<file path="src/rtl/htwd_pkg.sv">
// Shared types and constants for the Huffman tree walk decoder.
package htwd_pkg;

    // Storage sizes of the child table and the stream word.
    localparam int TABLE_ENTRIES = 512;
    localparam int TBL_AW        = $clog2(TABLE_ENTRIES);
    localparam int WORD_BITS     = 32;
    localparam int PAYLOAD_W     = 32;
    localparam int WALK_BITS     = (WORD_BITS < PAYLOAD_W) ? WORD_BITS : PAYLOAD_W;
    localparam int BIT_IDX_W     = $clog2(WALK_BITS);

    // Field widths.
    localparam int NODE_W   = 9;
    localparam int LEN_W    = 24;
    localparam int BYTE_W   = 8;
    localparam int OPCODE_W = 2;

    // Command queue between the front and the back.
    localparam int QUEUE_DEPTH = 2;
    localparam int QUEUE_AW    = $clog2(QUEUE_DEPTH);

    // Configuration port.
    localparam int CFG_IDX_W  = 2;
    localparam int CFG_DATA_W = 32;

    // Input item operations.
    typedef enum logic [OPCODE_W-1:0] {
        OP_LOAD  = 2'd0,
        OP_START = 2'd1,
        OP_WORD  = 2'd2
    } op_t;

    // Configuration register indexes.
    typedef enum logic [CFG_IDX_W-1:0] {
        CFG_BLOCK_LENGTH = 2'd0,
        CFG_ROOT_NODE    = 2'd1
    } cfg_idx_t;

    // One classified command for the back end.
    typedef struct packed {
        op_t                   op;
        logic [NODE_W-1:0]     index;
        logic [PAYLOAD_W-1:0]  payload;
    } cmd_t;

    // Configuration values seen by the back end.
    typedef struct packed {
        logic [LEN_W-1:0]  block_length;
        logic [NODE_W-1:0] root_node;
    } cfg_t;

endpackage

</file>
<file path="src/rtl/htwd_front.sv">
// Front end: configuration registers and input item classification.
module htwd_front
    import htwd_pkg::*;
(
    input  logic                  aclk,
    input  logic                  aresetn,
    input  logic                  cfg_valid,
    output logic                  cfg_ready,
    input  logic [CFG_IDX_W-1:0]  cfg_index,
    input  logic [CFG_DATA_W-1:0] cfg_data,
    input  logic                  s_valid,
    output logic                  s_ready,
    input  logic [OPCODE_W-1:0]   s_opcode,
    input  logic [NODE_W-1:0]     s_table_index,
    input  logic [PAYLOAD_W-1:0]  s_payload,
    output logic                  push_valid,
    input  logic                  push_ready,
    output cmd_t                  push_cmd,
    output cfg_t                  cfg
);

    logic [LEN_W-1:0]  block_length_reg;
    logic [NODE_W-1:0] root_node_reg;
    logic              known_op;

    // Configuration writes are always taken.
    assign cfg_ready = 1'b1;

    always_ff @(posedge aclk) begin
        if (!aresetn) begin
            block_length_reg <= '0;
            root_node_reg    <= NODE_W'(256);
        end else if (cfg_valid) begin
            unique case (cfg_index)
                CFG_BLOCK_LENGTH: block_length_reg <= cfg_data[LEN_W-1:0];
                CFG_ROOT_NODE:    root_node_reg    <= cfg_data[NODE_W-1:0];
                default: ;
            endcase
        end
    end

    assign cfg.block_length = block_length_reg;
    assign cfg.root_node    = root_node_reg;

    // Unknown opcodes are consumed here and never reach the queue.
    always_comb begin
        unique case (s_opcode)
            OP_LOAD, OP_START, OP_WORD: known_op = 1'b1;
            default:                    known_op = 1'b0;
        endcase
    end

    assign s_ready          = push_ready;
    assign push_valid       = s_valid && known_op;
    assign push_cmd.op      = op_t'(s_opcode);
    assign push_cmd.index   = s_table_index;
    assign push_cmd.payload = s_payload;

endmodule

</file>
<file path="config.mk">
export PLATFORM = sky130hd
export DESIGN_NAME = htwd_front
export DESIGN_NICKNAME = d
export VERILOG_FILES = /design/src/rtl/htwd_pkg.sv /design/src/rtl/htwd_front.sv
export SDC_FILE = /design/constraint.sdc
export NUM_CORES = 1
export LEC_CHECK = 0
export BUFFER_PORTS_ARGS = -buffer_cell sky130_fd_sc_hd__buf_4
export CORE_ASPECT_RATIO = 2
export CORE_MARGIN = 1.5
export CORE_UTILIZATION = 39
export CTS_CLUSTER_SIZE = 28
export DETAILED_ROUTE_END_ITERATION = 8
export GPL_TIMING_DRIVEN = 0
export PLACE_DENSITY = 0.85
export SKIP_CTS_REPAIR_TIMING = 1
export SYNTH_ARGS = -nofsm -noshare
export SYNTH_HDL_FRONTEND = slang
export SYNTH_SLANG_ARGS = --single-unit
export TNS_END_PERCENT = 100
</file>
<file path="constraint.sdc">
create_clock -name aclk -period 2.8 [get_ports aclk]
set_clock_uncertainty 0.2 [all_clocks]
set_input_delay 0.56 -clock aclk [delete_from_list [all_inputs] [get_ports aclk]]
set_output_delay 0.56 -clock aclk [all_outputs]
set_load 0.02 [all_outputs]
</file>
Word-level counts from Yosys, hierarchy flattened
Cells that the tools add are included.
Widths: inputs -> output; s select.

operators by class
  equal/unequal tests = 3
  multiplexer cells = 1
  reduce and logical (&&, ||, !) cells = 6

operators by type and width
  kind                number
  $eq 2x1->1 const B  2
  $logic_not 2->1     2
  $reduce_and 2->1    2
  $reduce_or 3->1     1
  $eq 2x2->1 const B  1
  $logic_and 1x1->1   1
  $mux 1              1

storage, ports and cells
  flip-flop bits (word level) = 33
  output and inout bits = 79
  word-level logic and storage cells = 12

Depth between registers and ports, before layout
  depth in word-level cells = 4
  gate-level depth with buffers = 4

Least setup slack after synthesis
OpenSTA, ideal clock, no wires.

  path type = input -> output
  from = input port s_valid
  to = output port push_valid
  arrival time = 1.069 ns
  path slack = 0.971 ns
  stages on the path = 1
  cell sequence = a21boi_0

between the ends
  word-level cells in the longest chain between the ends = 1

RTL lines
  element            line              source
  from (decl)        htwd_front.sv:11  input logic s_valid,
  $logic_and 1x1->1  htwd_front.sv:54  assign push_valid = s_valid && known_op;
  to (decl)          htwd_front.sv:16  output logic push_valid,

Every way passes these cells.

Worst setup path in the final report
  from = input port s_opcode[0]
  to = output port push_valid

between the ends
  word-level cells in the longest chain between the ends = 4
  elaborated cells between the ends (all ways) = 6
  those cells by class = eq/ne: 2; mux: 1; reduce/logical: 3

RTL lines
  element                             line              source
  from (decl)                         htwd_front.sv:13  input logic [OPCODE_W-1:0] s_opcode,
  $eq 2x1->1 (tied with other cells)  htwd_front.sv:47  unique case (s_opcode)
  $reduce_or 3->1 *                   htwd_front.sv:47
  $mux 1 *                            htwd_front.sv:47
  $logic_and 1x1->1 *                 htwd_front.sv:54

Every way passes the cells marked *; elsewhere a longest branch is shown, timed or not.

==> impl_metrics.yaml <==
outcome:
  outcome: "completed"
cells_and_area:
  multi_input_area_um2: 582
  stdcell_count: 351
  fin_area_um2: 2640
  area_delta_synth_final_pct: 57.4
  drive_gt1_share_pct: 57.2
  utilization_pct: 63.9
  antenna_cells: 0
  fillCellCount: 378
  finalNetCount: 380
  seqCellArea_um2: 661
  largest_reg_flops: 24
drt:
  drt_wl_total_um: 4370
  wl_per_cell_um: 12.5
  firstDrtPassIters: 4
  vias: 1590
  first_iter_violations: 9
  vias_per_cell: 4.53
  drcViolationCount: 0
  drtAntennaViolNets: 0
setup_path:
  r2r_end: "root_node_reg[8]"
  cp_max_fo: 2
  slowest_stage: "a21boi_0"
  startpoint_type: "input port"
  cpPeakStageDelay_ns: 0.16
  critPathCaptureType: "output port"
  worstPathCellList: "buf_4 -> a21boi_0 -> buf_4"
  critPathCapture: "push_valid"
  crit_start: "s_opcode[0]"
  worst-setup-path-type: "in -> out"
  r2r_setup_slack_ns: 1.93
  r2r-start: "root_node_reg[8]"
  r2r_cells: 1
  crit_required_ns: 2.04
  arrival_ns: 1.00
  cp_common_cell: "buf_4"
sta:
  fin_ws_ns: 1.04
  finalWorstPathRequiredPeriod_ns: 1.76
  maxSlewViolCount: 0
  finalSetupViolCount: 0
  max-slew-margin-rel_pct: 66.4
  hold_ws_ns: 0.257
  finalCritPeriodShare_pct: 62.7
  tightest_slew_ns: 0.504
  rsz0062_at_grt: "false"
  hold_viol: 0
  setup-tns-final_ns: 0
  fmax_mhz: 569
pwr:
  max-vdd-ir-drop_mv: 0.347
  p_leak_nw: 1.36
  p_clk_share_pct: 30.8
  p_switching_mw: 0.324
  p_total_mw: 1.14
  p_int_mw: 0.813
  power.density_nw_per_um2: 431
  seq_power_share_pct: 43.5
  comb_power_share_pct: 25.7
  switching_share_pct: 28.5
die:
  fp.dieH_um: 95.7
  io_pins: 161
  rows: 33
  dieArea_um2: 4720
  start_util_pct: 40.6
  die_w_um: 49.4
  fp.coreArea_um2: 4130
min_path:
  min-delay-start: "block_length_reg[6]"
  hp-class: "reg -> reg"
yosys:
  synth_warnings: 0
  ys_seq_elements: 33
  syn_avg_cell_area_um2: 9.16
  synth_cell_types: 15
  yosysSeqAreaShare_pct: 39.4
  synth_fp_nets: 265
  netlist_instances: 183
  synth_area_um2: 1680
clocking:
  path_clk_slew_ns: 0.07
  clock_latency_ns: 0.28
  clock_sinks: 33
  clockRootBuffer: "clkbuf_8"
  cts_max_path_buffers: 2
  h-tree-depth: 2
  cts_buffers: 5
  cts_tree: "yes"
place:
  io_buffers: 108
  hpwl_um: 3510
  pre_cts_slack_ns: 1.04
  dpl_cell_area_um2: 2550
  dp_cells: 343
  place_congestion: 0.665
run:
  max-cap-violations: 0
global_routing:
  grt_max_degree: 12
  grt_pass1_wl_um: 6380
  antenna_found_initial: 0
  grt_overflow: 0
  grt_use_total_pct: 18.1
  grt_pass1_vias: 1474
-- cells in the mapped netlist --
| library cell | count | share of area (%) |
|---|---|---|
| nand2_1 | 56 | 13 |
| buf_4 | 46 | 21 |
| dfxtp_1 | 33 | 39 |
| mux2i_1 | 32 | 19 |
| buf_2 | 3 | 0.90 |
| buf_12 | 2 | 2.4 |
| buf_6 | 2 | 1.3 |
| clkbuf_1 | 2 | 0.45 |
| a211o_1 | 1 | 0.52 |
| a21boi_0 | 1 | 0.45 |
| and4b_2 | 1 | 0.67 |
| conb_1 | 1 | 0.22 |
| inv_1 | 1 | 0.22 |
| nand3b_1 | 1 | 0.45 |
| nor3b_2 | 1 | 0.75 |
-- worst max-delay path: cells and delay by family --
| kind | cells | cell delay, ns |
|---|---|---|
| buffers and inverters | 2 | 0.28 |
| AOI/OAI and AO/OA | 1 | 0.16 |
-- cells by family after synthesis --
family          synth area share, %
simple gates                   14.4
buf+inv                        25.9
flops                          39.4
mux                            19.1
compound gates                0.970
other cells                   0.224
-- layout by cell type (no fill, tap or decap) --
| cell type | n |
|---|---|
| a211o_1 | 1 |
| a21boi_0 | 1 |
| and4b_2 | 1 |
| buf_12 | 2 |
| buf_2 | 3 |
| buf_4 | 154 |
| buf_6 | 2 |
| clkbuf_1 | 2 |
| clkbuf_8 | 5 |
| clkinv_2 | 2 |
| clkinvlp_4 | 1 |
| conb_1 | 1 |
| dfxtp_1 | 33 |
| inv_1 | 1 |
| mux2i_1 | 32 |
| nand2_1 | 56 |
| nand3b_1 | 1 |
| nor3b_2 | 1 |
-- how the worst min path moves through the flow --
stage               slack, ns  depth (start not counted)                    to
floorplan                0.33                          2   block_length_reg[0]
global route             0.28                          2  block_length_reg[19]
detailed placement       0.25                          2   block_length_reg[6]
CTS                      0.26                          2   block_length_reg[6]
finish                   0.26                          2   block_length_reg[6]
global placement         0.24                          2  block_length_reg[20]
-- final cells by class --
class                   instances  share of cell area (%)
plain buffers                  55                    16.3
flip-flops and latches         33                    25.0
clock inverters                 3                   0.664
repair buffers                108                    30.7
multi-input cells              94                    22.0
clock buffers                   5                    2.61
inverters                       1                   0.142
well taps                      52                    2.47
-- metal layers --
metal | GRT usage, % | wire [µm] | up-vias
met3 | 5.90 | 452 | 6
li1 | - | - | 762
met1 | 14.2 | 1370 | 709
met2 | 37.6 | 2460 | 113
met5 | 0 | 0 | -
met4 | 8.81 | 83 | 0
-- power groups by stage --
stage | clock network [mW] | registers [mW] | logic [mW]
floorplan | 0 | 0.525 | 0.149
global placement | 0 | 0.505 | 0.290
detailed placement | 0 | 0.506 | 0.294
CTS | 0.359 | 0.495 | 0.294
global route | 0.385 | 0.496 | 0.307
finish | 0.351 | 0.495 | 0.292
(Power assumes the default switching activity.)
