<file path="src/rtl/htwd_pkg.sv">
// Shared types and constants for the Huffman tree walk decoder.
package htwd_pkg;

    // Storage sizes of the child table and the stream word.
    localparam int TABLE_ENTRIES = 512;
    localparam int TBL_AW        = $clog2(TABLE_ENTRIES);
    localparam int WORD_BITS     = 32;
    localparam int PAYLOAD_W     = 32;
    localparam int WALK_BITS     = (WORD_BITS < PAYLOAD_W) ? WORD_BITS : PAYLOAD_W;
    localparam int BIT_IDX_W     = $clog2(WALK_BITS);

    // Field widths.
    localparam int NODE_W   = 9;
    localparam int LEN_W    = 24;
    localparam int BYTE_W   = 8;
    localparam int OPCODE_W = 2;

    // Command queue between the front and the back.
    localparam int QUEUE_DEPTH = 2;
    localparam int QUEUE_AW    = $clog2(QUEUE_DEPTH);

    // Configuration port.
    localparam int CFG_IDX_W  = 2;
    localparam int CFG_DATA_W = 32;

    // Input item operations.
    typedef enum logic [OPCODE_W-1:0] {
        OP_LOAD  = 2'd0,
        OP_START = 2'd1,
        OP_WORD  = 2'd2
    } op_t;

    // Configuration register indexes.
    typedef enum logic [CFG_IDX_W-1:0] {
        CFG_BLOCK_LENGTH = 2'd0,
        CFG_ROOT_NODE    = 2'd1
    } cfg_idx_t;

    // One classified command for the back end.
    typedef struct packed {
        op_t                   op;
        logic [NODE_W-1:0]     index;
        logic [PAYLOAD_W-1:0]  payload;
    } cmd_t;

    // Configuration values seen by the back end.
    typedef struct packed {
        logic [LEN_W-1:0]  block_length;
        logic [NODE_W-1:0] root_node;
    } cfg_t;

endpackage

</file>
<file path="src/rtl/htwd_cmd_fifo.sv">
// Short command queue between the front end and the tree walker.
module htwd_cmd_fifo
    import htwd_pkg::*;
(
    input  logic aclk,
    input  logic aresetn,
    input  logic wr_valid,
    output logic wr_ready,
    input  cmd_t wr_cmd,
    output logic rd_valid,
    input  logic rd_ready,
    output cmd_t rd_cmd
);

    cmd_t                entry_reg [QUEUE_DEPTH];
    logic [QUEUE_AW-1:0] wr_ptr_reg;
    logic [QUEUE_AW-1:0] rd_ptr_reg;
    logic [QUEUE_AW:0]   count_reg;
    logic                do_wr;
    logic                do_rd;

    assign wr_ready = count_reg != (QUEUE_AW+1)'(QUEUE_DEPTH);
    assign rd_valid = count_reg != '0;
    assign rd_cmd   = entry_reg[rd_ptr_reg];
    assign do_wr    = wr_valid && wr_ready;
    assign do_rd    = rd_valid && rd_ready;

    // Entry storage needs no reset.
    always_ff @(posedge aclk) begin
        if (do_wr) begin
            entry_reg[wr_ptr_reg] <= wr_cmd;
        end
    end

    // Pointers and fill level.
    always_ff @(posedge aclk) begin
        if (!aresetn) begin
            wr_ptr_reg <= '0;
            rd_ptr_reg <= '0;
            count_reg  <= '0;
        end else begin
            if (do_wr) begin
                wr_ptr_reg <= wr_ptr_reg + 1'b1;
            end
            if (do_rd) begin
                rd_ptr_reg <= rd_ptr_reg + 1'b1;
            end
            if (do_wr && !do_rd) begin
                count_reg <= count_reg + 1'b1;
            end else if (do_rd && !do_wr) begin
                count_reg <= count_reg - 1'b1;
            end
        end
    end

endmodule

</file>
<file path="config.mk">
export PLATFORM = sky130hd
export DESIGN_NAME = htwd_cmd_fifo
export DESIGN_NICKNAME = d
export VERILOG_FILES = /design/src/rtl/htwd_pkg.sv /design/src/rtl/htwd_cmd_fifo.sv
export SDC_FILE = /design/constraint.sdc
export NUM_CORES = 1
export LEC_CHECK = 0
export BUFFER_PORTS_ARGS = -buffer_cell sky130_fd_sc_hd__buf_2
export CORE_ASPECT_RATIO = 0.6
export CORE_MARGIN = 4
export CORE_UTILIZATION = 55
export DETAILED_ROUTE_END_ITERATION = 6
export PLACE_DENSITY = 0.87
export RECOVER_POWER = 25
export SLEW_MARGIN = 20
export SYNTH_ARGS = -nofsm -noshare
export SYNTH_HDL_FRONTEND = slang
export SYNTH_SLANG_ARGS = --single-unit
</file>
<file path="constraint.sdc">
create_clock -name aclk -period 3.7 [get_ports aclk]
set_clock_uncertainty 0.05 [all_clocks]
set_input_delay 0.74 -clock aclk [delete_from_list [all_inputs] [get_ports aclk]]
set_output_delay 0.74 -clock aclk [all_outputs]
set_load 0.005 [all_outputs]
</file>
Yosys cells after proc, flatten, opt, wreduce, memory -nomap -nowiden
Memories as Yosys holds them, arrays and structs flattened. A register that Yosys moved wholly into a read port is not among the register bits. Index checks and enable logic that the tools add are counted.

Bits in registers: 4. Bits in writable memories: 86. Bits of input ports: 47. Output and inout bits: 45. Word-level logic and storage cells: 23. Memories kept: 1.

Memories: entry_reg (depth 2, bits a word 43, rd ports 1, clocked after memory_dff 1, write ports 1, line htwd_cmd_fifo.sv:15) `cmd_t entry_reg [QUEUE_DEPTH];`.

Add/subtract/negate cells: 4. Eq/ne operators: 1. Mux-type cells: 6. Reductions and logical operators: 8.

Operator list (number): 1-bit logical AND (4); 1-bit two-way mux (4); 2-bit two-way mux (2); 2-bit nonzero test (2); 1-bit adder, second input constant (2); 2-bit by 1-bit adder with 2-bit output, second input constant (1); 1-bit zero test (2); 2-bit != test, second input constant (1); 2-bit by 1-bit subtractor with 2-bit output, second input constant (1).

Depth between registers and ports, before layout
Depth after elaboration: 6. Gate-level depth with buffers: 6. Mapped depth without buffers: 6.

Worst setup path before layout
OpenSTA, ideal clock, no wires.

Path kind: input port to flip-flop. Start: input wr_valid. End: memory entry_reg[1][0] in the netlist's numbering (enable). Library setup time: 0.405 ns. Arrival: 1.821 ns. Data required time: 3.245 ns. Setup slack: 1.424 ns. Cell stages on the path: 1. Buffers on the path: 0. Cell sequence: and3_1.

Longest elaborated chain between the ends: 3.

RTL lines: start, declared (line htwd_cmd_fifo.sv:7) `input logic wr_valid,`; 1-bit logical AND (line htwd_cmd_fifo.sv:25) `assign do_wr = wr_valid && wr_ready;`; 1-bit two-way mux (line htwd_cmd_fifo.sv:30) `if (do_wr) begin`; 1-bit two-way mux (implied by the code) (line htwd_cmd_fifo.sv:31) `entry_reg[wr_ptr_reg] <= wr_cmd;`; end, declared (line htwd_cmd_fifo.sv:15).

No other way between the ends.

==> tab_implementation.tex <==
\begin{tabular}{lr}
\hline
Metric & Value \\
\hline
\multicolumn{2}{l}{\textbf{Timing}} \\
Tcrit/Tclk final & 73.4\% \\
Worst hold slack & around 0.53 ns \\
Relative max-transition margin & 32.1\% \\
Slew Viols, Final & 0 \\
TNS Setup & 0 ns \\
RSZ-0062 raised after global routing & no \\
Timing-limited maximum frequency & about 0.37 GHz \\
Number of endpoints failing setup at the final stage & 0 \\
Pin slew with the least headroom to its limit & between 1 and 1.5 ns \\
Tmin final & about 2.7 ns \\
Number of failing hold endpoints at the final stage & 0 \\
Worst-case setup margin in the final layout & 0.985 ns \\
\multicolumn{2}{l}{\textbf{Setup path}} \\
Worst reg2reg path endpoint & entry\_reg[1][37] \\
Cell with the biggest individual delay on the critical path & dfxtp\_2 \\
Worst path required time & 2.91 ns \\
Endpoint arrival time on the critical path & between 1.5 and 2 ns \\
Origin of the critical flop-to-flop path & count\_reg[0] \\
CP Buf/Inv Count & 1 \\
Path type of the worst setup path & reg -> out \\
Crit path max-delay family & flip-flops \\
Peak per-stage delay on the critical path & 1.00 ns \\
Worst setup EP type & primary output \\
CP Cell Sequence & mux2\_2 -> buf\_2 \\
Crit path launch type & flop \\
R2R setup slack & about 1.8 ns \\
Maximum net fanout on the critical path & 43 \\
Reg2reg path depth & 2 \\
\multicolumn{2}{l}{\textbf{Drt}} \\
Post-detailed-route count of antenna-violating nets & 0 \\
DRC errors left & 0 \\
Drt first pass iters & 4 \\
Via density & 4.97 \\
Initial drt markers & 92 \\
Count of vias placed by the detailed router & around 1.7k \\
Aggregate routed wire length & 5570 um \\
Post-detailed-route wirelength per cell & $\sim$16 um \\
\multicolumn{2}{l}{\textbf{Power}} \\
Leak Pwr & between 1 and 1.5 nW \\
Tot Pwr & 2.51 mW \\
Worst ir drop on vdd & 0.316 mV \\
Power Dens Cells & $\sim$620 mW/mm\^{}2 \\
\multicolumn{2}{l}{\textbf{Yosys}} \\
Area fraction of the dominant cell type after synthesis & approximately 77\% \\
Mux cell area share after synthesis & between 10\% and 20\% \\
Most common flop cell mapped by yosys & edfxtp\_1 \\
Number of standard cells after synthesis & 158 \\
Area of the mapped netlist & approximately 0.0033 sq mm \\
Number of synthesized flops with an enable pin & between 80 and 90 \\
Synth Warn \# & 0 \\
Share of synthesized area occupied by flip-flops and latches & between 80\% and 90\% \\
Simple-Gate Fraction of Synth Area & under 10\% \\
Area contributors post-synth & edfxtp\_1 77\%, mux2\_2 14\%, dfxtp\_1 3.0\% \\
Synthesized-area fraction occupied by ao, oa, aoi and oai cells & under 10\% \\
Synth unique cells & 20 \\
Total of flip-flops plus latches after synthesis & 91 \\
Synthesized netlist net count & between 200 and 250 \\
Cell with the most instances after synthesis & edfxtp\_1 \\
Post-synth top area cell & edfxtp\_1 \\
Top cells by instance count after synthesis & 86 x edfxtp\_1, 43 x mux2\_2, 5 x dfxtp\_1 \\
Proportion of synthesized flip-flops having asynchronous set or reset & 0\% \\
Main combinational cell family by area after synthesis & multiplexers \\
Xor/xnor cell area share of the yosys netlist & 0.786\% \\
Synthesized-area fraction occupied by adder cells & less than 1\% \\
Average footprint of a synthesized cell & about 21 sq um \\
\multicolumn{2}{l}{\textbf{CTS}} \\
Number of buffers between clock root and the deepest sink & 2 \\
Clock tree from TritonCTS & built \\
Root buffer selected by CTS & clkbuf\_8 \\
Number of clock sinks & just over 90 \\
Clock latency on the worst-skew pair & 0.34 ns \\
Clock transition at the registers of the reported paths & around 0.080 ns \\
Number of hold buffers added after cts & 0 \\
Quantity of gates resized following cts & 0 \\
Number of buffers created by CTS & 9 \\
Post-CTS setup buffer count & 0 \\
Count of H-tree levels built during CTS & 3 \\
\multicolumn{2}{l}{\textbf{Global route}} \\
Number of global-route vias before repair & approximately 1.7k \\
Wire length of the first global-routing pass & roughly 8200 um \\
Total congestion overflow & 0 \\
Antenna violations before repair & 0 \\
Tot GR Track Use & between 10\% and 20\% \\
Maximum number of pins on one net before global-route repair & 44 \\
\multicolumn{2}{l}{\textbf{Place}} \\
Final weighted congestion of routability-driven global placement & roughly 0.77 \\
Half-perimeter wire length after placement & roughly 3600 um \\
Placed cell count & between 300 and 400 \\
Placed Instance Area & around 0.0039 sq mm \\
Worst setup slack after placement & between 1 and 1.5 ns \\
Quantity of I/O buffers inserted on ports & between 90 and 100 \\
\multicolumn{2}{l}{\textbf{Floorplanning}} \\
Die width & approximately 110 um \\
Count of boundary I/O pins & between 90 and 100 \\
Initial core utilization & just under 60\% \\
Number of standard-cell rows in the floorplan & 21 \\
Y dimension of the die & approximately 68 um \\
Core area & 0.00573 sq mm \\
DIE AREA & 0.00743 sq mm \\
\multicolumn{2}{l}{\textbf{Cells and area}} \\
Layout Cells excl Fill & $\sim$340 \\
Net total in the final layout & $\sim$300 \\
Number of flip-flops in the largest register & 86 \\
Core occupancy in the finished layout & 70.5\% \\
Inserted Diodes & 0 \\
Area growth from synthesis to layout & 20.7\% \\
Filler Cell Count & 387 \\
Fraction of layout cells with a size suffix above 1 & $\sim$55\% \\
Layout Cell Area excl Fill & roughly 0.0040 sq mm \\
\multicolumn{2}{l}{\textbf{Hold path}} \\
Destination of the worst hold path & entry\_reg[0][22] \\
Number of stages on the worst hold path & 1 \\
Type of the tightest min-delay check & in -> reg \\
Hold path startpoint & wr\_cmd[22] \\
\multicolumn{2}{l}{\textbf{Run status}} \\
Result of the run & complete, no violations \\
\multicolumn{2}{l}{\textbf{Run}} \\
Reported max-cap violation count & 0 \\
\hline
\end{tabular}
## cell usage in the layout (no fill, tap or decap), types with 2 or more instances in the layout
cell and instances:
and2_1 4, buf_2 80, buf_4 2, clkbuf_1 11
clkbuf_8 9, clkinv_1 3, clkinv_4 2, clkinvlp_4 2
dfxtp_1 4, edfxtp_1 86, mux2_2 43, xnor2_1 2
## power by group
part / leakage [nW] / total [mW] / internal [mW] / switching, mW
clock network: 0.0803 / 0.564 / 0.240 / 0.324
logic: 0.552 / 0.557 / 0.326 / 0.231
registers: 0.845 / 1.39 / 1.29 / 0.103
total: 1.48 / 2.51 / 1.85 / 0.658
## worst max path at each step
stage                      end  slack (ns)  depth (start not counted)
5_1_grt             rd_cmd[18]        0.90                          2
4_1_cts             rd_cmd[41]        0.94                          2
3_3_place_gp         rd_cmd[2]        1.34                          2
6_report             rd_cmd[2]        0.99                          2
3_5_place_dp        rd_cmd[41]        1.34                          2
2_1_floorplan  entry_reg[1][0]        1.42                          1
## cell type report
class | count | area, sq um | area share [%]
Tap cell | 80 | 100 | 2.48
Sequential cell | 91 | 2680 | 66.5
Inverter | 1 | 3.75 | 0.0930
Clock buffer | 9 | 124 | 3.07
Clock inverter | 7 | 45.0 | 1.12
Multi-Input combinational cell | 61 | 624 | 15.5
Timing Repair Buffer | 93 | 457 | 11.3
## per-layer routing
metal	vias to the layer above	part of all wire, %	routed length [um]	GRT usage (%)
li1	814	-	-	-
met1	800	46	2570	21.2
met2	77	44	2440	22.4
met3	9	8.9	494	6.79
met4	0	1.2	65	6.14
met5	-	0	0	0
## cell families after synthesis
| kind of cell | Yosys count |
|---|---|
| and+or+nand+nor | 9 |
| AOI/OAI and AO/OA | 5 |
| xor gates and xnor gates | 3 |
| DFF | 91 |
| muxes | 43 |
| adders and majority gates | 1 |
| buffers and inverters | 6 |
Power figures use the tool's default switching activity.
